### src/rtl/core/tcpc_pkg.sv
// ----------------------------------------------------------------------------
// tcpc_pkg
// Shared types and constants of the text console put-char block.
// ----------------------------------------------------------------------------
`default_nettype none

package tcpc_pkg;

    // cell layout: attribute in the high byte, character in the low byte
    localparam int CELL_W   = 16;
    localparam int CURSOR_W = 11;

    localparam logic [CELL_W-1:0] BLANK_CELL   = 16'h0720;
    localparam logic [7:0]        DEFAULT_ATTR = 8'h07;
    localparam logic [7:0]        SPACE_CHAR   = 8'h20;

    // control characters
    localparam logic [7:0] KEY_BACKSPACE = 8'd8;
    localparam logic [7:0] KEY_NEWLINE   = 8'd10;
    localparam logic [7:0] KEY_RETURN    = 8'd13;

    // item opcodes
    localparam logic OP_PUT  = 1'b0;
    localparam logic OP_READ = 1'b1;

    typedef enum logic [1:0] {
        ST_CLEAR,
        ST_IDLE,
        ST_READ,
        ST_SCROLL
    } state_t;

    // screen memory port controls
    typedef struct packed {
        logic we;
        logic re;
    } mem_ctl_t;

endpackage : tcpc_pkg

`default_nettype wire

### src/rtl/core/tcpc_ctrl.sv
// ----------------------------------------------------------------------------
// tcpc_ctrl
// Sequencer, cursor tracking and ring addressing of the screen memory.
// ----------------------------------------------------------------------------
`default_nettype none

module tcpc_ctrl #(
    parameter int ROWS    = 25,
    parameter int COLUMNS = 80,
    localparam int SIZE = ROWS * COLUMNS,
    localparam int AW   = $clog2(SIZE)
) (
    input  logic                          clk,
    input  logic                          rst_n,
    input  logic                          start,
    output logic                          busy,
    input  logic                          opcode,
    input  logic [7:0]                    char_code,
    input  logic [7:0]                    attribute,
    input  logic [10:0]                   cell_index,
    output logic                          done,
    output logic [tcpc_pkg::CURSOR_W-1:0] cursor_position,
    output logic [7:0]                    cell_char,
    output logic [7:0]                    cell_attribute,
    output tcpc_pkg::mem_ctl_t            mem_ctl,
    output logic [AW-1:0]                 mem_addr,
    output logic [tcpc_pkg::CELL_W-1:0]   mem_wdata,
    input  logic [tcpc_pkg::CELL_W-1:0]   mem_rdata
);
    import tcpc_pkg::*;

    localparam int CLW = (COLUMNS > 1) ? $clog2(COLUMNS) : 1;
    localparam int IW  = ((AW > 11) ? AW : 11) + 1;

    localparam logic [AW:0]    SIZE_X    = (AW+1)'(SIZE);
    localparam logic [AW:0]    COLS_X    = (AW+1)'(COLUMNS);
    localparam logic [AW-1:0]  LAST_CELL = AW'(SIZE - 1);
    localparam logic [AW-1:0]  LAST_COL  = AW'(COLUMNS - 1);
    localparam logic [CLW-1:0] COL_MAX   = CLW'(COLUMNS - 1);
    localparam logic [CLW:0]   COLS_C    = (CLW+1)'(COLUMNS);

    state_t          state_reg, state_next;
    logic [AW-1:0]   cursor_reg, cursor_next;
    logic [CLW-1:0]  col_reg, col_next;
    logic [AW-1:0]   base_reg, base_next;
    logic [AW-1:0]   cnt_reg, cnt_next;
    logic            done_reg, done_next;
    logic            in_range_reg, in_range_next;
    logic [7:0]      char_reg, char_next;
    logic [7:0]      attr_reg, attr_next;

    logic              accept;
    logic [7:0]        eff_attr;
    logic              put_we;
    logic [AW-1:0]     put_lin;
    logic [CELL_W-1:0] put_data;
    logic [AW:0]       cur_new;
    logic [CLW-1:0]    col_new;
    logic [CLW:0]      col_inc;
    logic              scroll;
    logic [IW-1:0]     idx_x;
    logic              idx_in_range;
    logic [AW-1:0]     lin_sel, off_sel;
    logic [AW:0]       addr_sum, addr_wrap;
    logic [AW:0]       cur_x, base_sum;
    logic [AW:0]       cur_less;
    logic [IW-1:0]     cur_out;

    assign accept       = start && !busy;
    assign eff_attr     = (attribute == 8'd0) ? DEFAULT_ATTR : attribute;
    assign idx_x        = IW'(cell_index);
    assign idx_in_range = idx_x < IW'(SIZE);
    assign cur_x        = {1'b0, cursor_reg};
    assign col_inc      = {1'b0, col_reg} + (CLW+1)'(1);
    assign scroll       = (cur_new == SIZE_X);
    assign cur_less     = cur_new - COLS_X;
    assign base_sum     = {1'b0, base_reg} + COLS_X;

    // put decode: cell write and cursor move
    always_comb
    begin
        put_we   = 1'b0;
        put_lin  = cursor_reg;
        put_data = {eff_attr, char_code};
        cur_new  = cur_x;
        col_new  = col_reg;
        case (char_code)
            KEY_BACKSPACE:
            begin
                if (cursor_reg != '0)
                begin
                    put_we   = 1'b1;
                    put_lin  = cursor_reg - AW'(1);
                    put_data = {eff_attr, SPACE_CHAR};
                    cur_new  = cur_x - (AW+1)'(1);
                    col_new  = (col_reg == '0) ? COL_MAX : col_reg - CLW'(1);
                end
            end
            KEY_NEWLINE:
            begin
                cur_new = cur_x + COLS_X - (AW+1)'(col_reg);
                col_new = '0;
            end
            KEY_RETURN:
            begin
                cur_new = cur_x - (AW+1)'(col_reg);
                col_new = '0;
            end
            default:
            begin
                put_we  = 1'b1;
                cur_new = cur_x + (AW+1)'(1);
                col_new = (col_inc == COLS_C) ? '0 : col_inc[CLW-1:0];
            end
        endcase
    end

    // ring addressing: logical cell plus rotating base, modulo screen size
    always_comb
    begin
        case (state_reg)
            ST_CLEAR:
            begin
                lin_sel = cnt_reg;
                off_sel = '0;
            end
            ST_SCROLL:
            begin
                lin_sel = cnt_reg;
                off_sel = base_reg;
            end
            default:
            begin
                lin_sel = (opcode == OP_READ) ? idx_x[AW-1:0] : put_lin;
                off_sel = base_reg;
            end
        endcase
        addr_sum  = {1'b0, lin_sel} + {1'b0, off_sel};
        addr_wrap = (addr_sum >= SIZE_X) ? addr_sum - SIZE_X : addr_sum;
        mem_addr  = addr_wrap[AW-1:0];
        mem_wdata = (state_reg == ST_IDLE) ? put_data : BLANK_CELL;
    end

    // next state
    always_comb
    begin
        state_next = state_reg;
        case (state_reg)
            ST_CLEAR:
            begin
                if (cnt_reg == LAST_CELL)
                begin
                    state_next = ST_IDLE;
                end
            end
            ST_IDLE:
            begin
                if (accept)
                begin
                    if (opcode == OP_READ)
                    begin
                        state_next = ST_READ;
                    end
                    else if (scroll)
                    begin
                        state_next = ST_SCROLL;
                    end
                end
            end
            ST_READ:
            begin
                state_next = ST_IDLE;
            end
            ST_SCROLL:
            begin
                if (cnt_reg == LAST_COL)
                begin
                    state_next = ST_IDLE;
                end
            end
            default:
            begin
                state_next = ST_IDLE;
            end
        endcase
    end

    // outputs: handshake and memory controls
    always_comb
    begin
        busy       = (state_reg != ST_IDLE);
        mem_ctl.we = 1'b0;
        mem_ctl.re = 1'b0;
        case (state_reg)
            ST_CLEAR, ST_SCROLL:
            begin
                mem_ctl.we = 1'b1;
            end
            ST_IDLE:
            begin
                mem_ctl.we = start && (opcode == OP_PUT) && put_we;
                mem_ctl.re = start && (opcode == OP_READ) && idx_in_range;
            end
            default:
            begin
                mem_ctl.we = 1'b0;
            end
        endcase
    end

    // register next values
    always_comb
    begin
        cursor_next   = cursor_reg;
        col_next      = col_reg;
        base_next     = base_reg;
        cnt_next      = cnt_reg;
        done_next     = 1'b0;
        in_range_next = in_range_reg;
        char_next     = char_reg;
        attr_next     = attr_reg;
        case (state_reg)
            ST_CLEAR:
            begin
                cnt_next = (cnt_reg == LAST_CELL) ? '0 : cnt_reg + AW'(1);
            end
            ST_IDLE:
            begin
                if (accept)
                begin
                    if (opcode == OP_READ)
                    begin
                        in_range_next = idx_in_range;
                    end
                    else
                    begin
                        cursor_next = scroll ? cur_less[AW-1:0] : cur_new[AW-1:0];
                        col_next    = col_new;
                        char_next   = 8'd0;
                        attr_next   = 8'd0;
                        done_next   = !scroll;
                        cnt_next    = '0;
                    end
                end
            end
            ST_READ:
            begin
                char_next = in_range_reg ? mem_rdata[7:0] : 8'd0;
                attr_next = in_range_reg ? mem_rdata[15:8] : 8'd0;
                done_next = 1'b1;
            end
            ST_SCROLL:
            begin
                if (cnt_reg == LAST_COL)
                begin
                    cnt_next  = '0;
                    base_next = (base_sum == SIZE_X) ? '0 : base_sum[AW-1:0];
                    done_next = 1'b1;
                end
                else
                begin
                    cnt_next = cnt_reg + AW'(1);
                end
            end
            default:
            begin
                done_next = 1'b0;
            end
        endcase
    end

    // control registers
    always_ff @(posedge clk or negedge rst_n)
    begin
        if (!rst_n)
        begin
            state_reg  <= ST_CLEAR;
            cursor_reg <= '0;
            col_reg    <= '0;
            base_reg   <= '0;
            cnt_reg    <= '0;
            done_reg   <= 1'b0;
        end
        else
        begin
            state_reg  <= state_next;
            cursor_reg <= cursor_next;
            col_reg    <= col_next;
            base_reg   <= base_next;
            cnt_reg    <= cnt_next;
            done_reg   <= done_next;
        end
    end

    // result payload registers
    always_ff @(posedge clk)
    begin
        in_range_reg <= in_range_next;
        char_reg     <= char_next;
        attr_reg     <= attr_next;
    end

    assign cur_out         = IW'(cursor_reg);
    assign cursor_position = cur_out[CURSOR_W-1:0];
    assign done            = done_reg;
    assign cell_char       = char_reg;
    assign cell_attribute  = attr_reg;

`ifndef ASSERT_OFF
    // cursor stays on screen once an item settles
    a_cursor_on_screen: assert property (@(posedge clk) disable iff (!rst_n)
        (state_reg == ST_IDLE) |-> ({1'b0, cursor_reg} < SIZE_X))
        else $error("cursor left the screen");

    // column tracker stays in step with the row length
    a_col_range: assert property (@(posedge clk) disable iff (!rst_n)
        (col_reg <= COL_MAX))
        else $error("column out of range");

    // no read and write of the memory in the same cycle
    a_mem_excl: assert property (@(posedge clk) disable iff (!rst_n)
        !(mem_ctl.we && mem_ctl.re))
        else $error("memory read and write collide");

    // an accepted read item waits in the read state for the memory
    a_read_seq: assert property (@(posedge clk) disable iff (!rst_n)
        (accept && (opcode == OP_READ)) |=> (state_reg == ST_READ))
        else $error("read item did not enter read state");

    // no result while the screen is being cleared
    a_no_done_clear: assert property (@(posedge clk) disable iff (!rst_n)
        (state_reg == ST_CLEAR) |-> !done_reg)
        else $error("result during clearing pass");
`endif

endmodule : tcpc_ctrl

`default_nettype wire

### config.mk
export PLATFORM = sky130hd
export DESIGN_NAME = tcpc_ctrl
export DESIGN_NICKNAME = d
export VERILOG_FILES = /design/src/rtl/core/tcpc_pkg.sv /design/src/rtl/core/tcpc_ctrl.sv
export SDC_FILE = /design/constraint.sdc
export NUM_CORES = 1
export LEC_CHECK = 0
export ABC_AREA = 1
export BUFFER_PORTS_ARGS = -buffer_cell sky130_fd_sc_hd__buf_4
export CAP_MARGIN = 30
export CORE_ASPECT_RATIO = 2
export CORE_MARGIN = 2
export CORE_UTILIZATION = 33
export CTS_BUF_LIST = sky130_fd_sc_hd__clkbuf_2 sky130_fd_sc_hd__clkbuf_4 sky130_fd_sc_hd__clkbuf_8
export DETAILED_ROUTE_END_ITERATION = 16
export GPL_ROUTABILITY_DRIVEN = 0
export HOLD_SLACK_MARGIN = 0.03
export PLACE_DENSITY = 0.54
export RECOVER_POWER = 50
export SLEW_MARGIN = 40
export SYNTH_ARGS = -nofsm -noshare
export SYNTH_HDL_FRONTEND = slang
export SYNTH_SLANG_ARGS = --single-unit
### constraint.sdc
create_clock -name clk -period 3.6 [get_ports clk]
set_clock_uncertainty 0.15 [all_clocks]
set_input_delay 0.18 -clock clk [delete_from_list [all_inputs] [get_ports clk]]
set_output_delay 0.18 -clock clk [all_outputs]
set_load 0.05 [all_outputs]
==> results.md <==
- Of the total power, the share spent switching nets is 0.559.
- The commonest cells after synthesis are nand2_1, inv_1, nor2_1, nand3_1, ha_1.
- The type of the tightest min-delay check is in -> reg.
- The reg-to-reg critical path startpoint is cursor_position[0].
- The die covers 20100 um2.
- Input and output buffers added on the ports amount to 104.
- The power share of the combinational group is 0.830.
- The internal portion of the total power is 3.62 mW.
- Summing all multi-input logic gate instances after layout gives 4540 um2.
- The worst setup path is of the reg -> out kind.
- The cell with the most instances after synthesis is nand2_1.
- Synthesis produced 932 cells.
- Headroom to the max-slew limit came out at -0.654.
- After floorplanning, the core was divided into 71 placement rows.
- The total routing resource utilization after global routing is 0.240.
- At the pin with the least slew margin, the transition time is 2.48 ns.
- The signal on the critical path passes through inv_4 > ha_4 > inv_4 > nor3_4 > nand3b_4 > nand4_1 > o211ai_1 > o211ai_1 > o21ai_1 > ha_1 > inv_2 > o21ai_1 > buf_4 > a21oi_1 > or2_2 > nand2_4 > buf_4 > inv_1 > o21ai_1 > xor2_1 > nand2_2 > o21ai_4 > buf_6.
- The most frequent cell on the critical path is o21ai_1.
- Across all setup checks in the final design, the least slack found is -0.446 ns.
- For this block, the initial DRC count from the detailed router was 238.
- The first detailed-routing pass took 6 iterations.
- dfrtp_1 takes more of the synthesized area than any other cell.
- The number of buffers added by the clock tree synthesis step is 5.
- The mean instance size in the synthesized netlist is 6.70 um2.
- STA classifies the critical path endpoint as an output pin.
- The part of the Yosys area used for sequential elements is 0.238.
- The count of pins over their slew limit is 40.
- The setup total negative slack is -3.02 ns.
- The area of the mapped netlist is 6250 um2.
- For this design, the slowest cell found on the critical path is dfrtp_2.
- At the worst endpoint, the arrival time is 3.72 ns.
- IR analysis of the VDD net gives a maximum drop of 1050 uV.
- The layout has 1946 filler cells.
- The count of nets after finishing is 1325.
- The data required time of the critical path is 3.27 ns.
- Summed over all nets, the half-perimeter wirelength after detailed placement is 19200 um.
- The timing-limited maximum frequency is 0.247 GHz.
- The number of library cell types mapped by synthesis is 58.
- The ratio of final minimum period to clock period is 1.12.
- The wire length per cell after detailed routing is 16.5 um.
- The clock reaches the later pin of the worst-skew pair after 0.35 ns.
- In this run the most critical hold path is launched from cell_index[9].
- The number of diodes is 0.
- The launching element type of the critical path is a flop.
- Across the whole layout, storage elements account for 1490 um2.
- In this run the power density over the cells is 892 nW/um2.
- The worst stage delay on the critical path is 0.44 ns.
- The placeable core region is 18700 um2.
- The area added between synthesis and finish is 47.1%.
- Yosys attributes the largest share of cell area to dfrtp_1, nand2_1, ha_1.
- Of the total power, registers draw 0.121.
- The total wire length is 23700 um.
- The detail route stage leaves a number of antenna-violating nets equal to 0.
- The number of antenna violations at the first check in global routing is 0.
- The post-place instance area is 8340 um2.
- After clock tree synthesis, the clock-pin slew on the worst setup and hold paths is 0.11 ns.
- The clock tree synthesis step divided the H-tree into 2 levels.
- Among cell families on the critical path, the largest total delay comes from simple AND/OR/NAND/NOR gates.
- The first-pass GRT wire length is 36800 um.
- The routed design could run at a clock period as short as 4.05 ns.
- The worst path buffer plus inverter count is 7.
- The remaining design rule violation count is 0.
- The run finished, with violations left.
- The root buffer selected by CTS is clkbuf_8.
- The finished layout holds 1435 standard cells, fillers aside.
- The via count of the first global-routing pass is 7305.
- The floorplan step set the die width to 101 um.
- In the routed layout, each cell is associated on average with a via count of 5.07.
- The prevailing post-synth register cell is dfrtp_1.
- For this design, the sink count on the clock tree is 56.
- The number of buffers between clock root and the deepest sink is 2.
- In this run, synthesis inferred 17 flip-flops with an integrated enable.
- Setup repair after global routing could not meet its margin everywhere.
- For this run, the number of Yosys warnings is 0.
- The fraction of synthesis flops using an asynchronous set or reset pin is 0.696.
- The total setup violations reported at the end of the flow is 7.
- Detailed routing inserted a total of 7269 vias.
- Max-cap violations in this run came to 1.
- From bottom edge to top edge, the die measures 199 um.
- In the final layout, the share of cells above drive strength 1 is 0.326.
- The total of flip-flops plus latches after synthesis is 56.
- The leakage power total is 4.62 nW.
- Summed over all nets, the switching power comes to 4.58 mW.
- The finished cells cover 9190 um2.
- The clock tree from TritonCTS is done.
- The final reports fail on capacitance limit, slew limit, setup timing.
- After detailed placement, the design holds a cell count of 1366.
- In this run the count of I/O pins placed on the die edge is 105.
- The initial utilization of the core area, before any placement, comes to 0.335.
- The share of total power dissipated in the clock network is 0.048.
- The largest fanout on the critical path is 6.
- The share of the synthesized area in the top cell type is 0.156.
- The post-place setup slack is -0.311 ns.
- The largest net degree at the start of global routing is 40.
- The most critical setup path has its startpoint at cursor_position[0].
- The count of endpoints failing hold in the final timing report is 0.
- After global routing the overflow that remains totals 0.
## layer usage
metal  global-route usage  vias to the layer above  wire (um)
li1                     -                     3618          -
met1                0.222                     3373       7790
met2                0.469                      198      13300
met3               0.0200                       80        743
met4                0.173                        0       1870
met5                    0                        -          0
## final cells by class
cell class                 instances  share of cell area
clock buffer                       6             0.00831
clock inverter                     2             0.00177
inverter                         169              0.0707
multi-input combinational        701               0.494
sequential                        56               0.162
tap                              219              0.0298
timing repair buffer             282               0.233
## path summary, 6_finish.rpt
check	endpoint	slack, ns	depth (start not counted)
max	mem_addr[7]	-0.45	23
min	in_range_reg	0.05	2
max reg2reg	state_reg[1]	0.17	25
min reg2reg	base_reg[4]	0.40	1
max in group asynchronous	cursor_position[1]	0.74	2
min in group asynchronous	cnt_reg[3]	0.97	2
## per-stage QoR
stage,total power [mW],utilization,hold slack [ns]
2_1_floorplan,4.98,-,-0.266
3_3_place_gp,7.25,0.447,0.0667
3_5_place_dp,7.26,0.447,0.0663
4_1_cts,8.08,0.493,0.0397
5_1_grt,8.78,0.493,0.0389
6_report,8.20,0.493,0.0546
## cell usage in the layout, fill, tap and decap left out, types with 5 or more instances in the layout
master and n:
dfrtp_2 5, buf_4 219, nor2_4 7, nor2_1 84, nor4_1 5, buf_6 10, o22ai_1 7, dlygate4sd3_1 18
nand3_2 10, a21oi_1 26, ha_1 54, o211ai_1 19, clkbuf_1 29, o21ai_2 8, nor3_1 12, inv_2 18
nand3_1 74, xor2_1 14, clkbuf_8 5, dfrtp_1 34, o21ai_1 12, nand2_1 187, or2_2 5, nand4_1 16
nor2_2 16, conb_1 5, nand2_2 23, edfxtp_1 17, inv_1 145, nand2_4 13, a21oi_2 6, o21ai_0 33
## power groups by stage
stage	sequential (mW)	combinational (mW)	clock [mW]
finish	0.996	6.81	0.394
floorplan	1.40	3.58	0
global placement	1.01	6.25	0
detailed placement	1.01	6.25	0
CTS	0.999	6.67	0.409
global route	1.02	7.33	0.430
## kinds of logic (layout without fill, tap and decap cells)
kind of cell             after synthesis  in the layout  synth area share
other                                  1              5          0.000600
AO/OA/AOI/OAI                        137            137             0.131
flip-flops                            56             56             0.238
adder cells (fa/ha/maj)               63             63             0.130
XOR/XNOR                              23             23            0.0346
buffers and inverters                180            459             0.110
AND/OR/NAND/NOR                      472            473             0.355
## timing repair
item,4_1_cts,5_1_grt
hold buffers,17,1
buffers inserted,48,9
hold endpoints to repair,55,1
setup endpoints to repair,7,14
gates cloned,1,0
pin swaps,28,24
resized for setup,69,32
No activity file was read; power rests on OpenSTA's default activity.
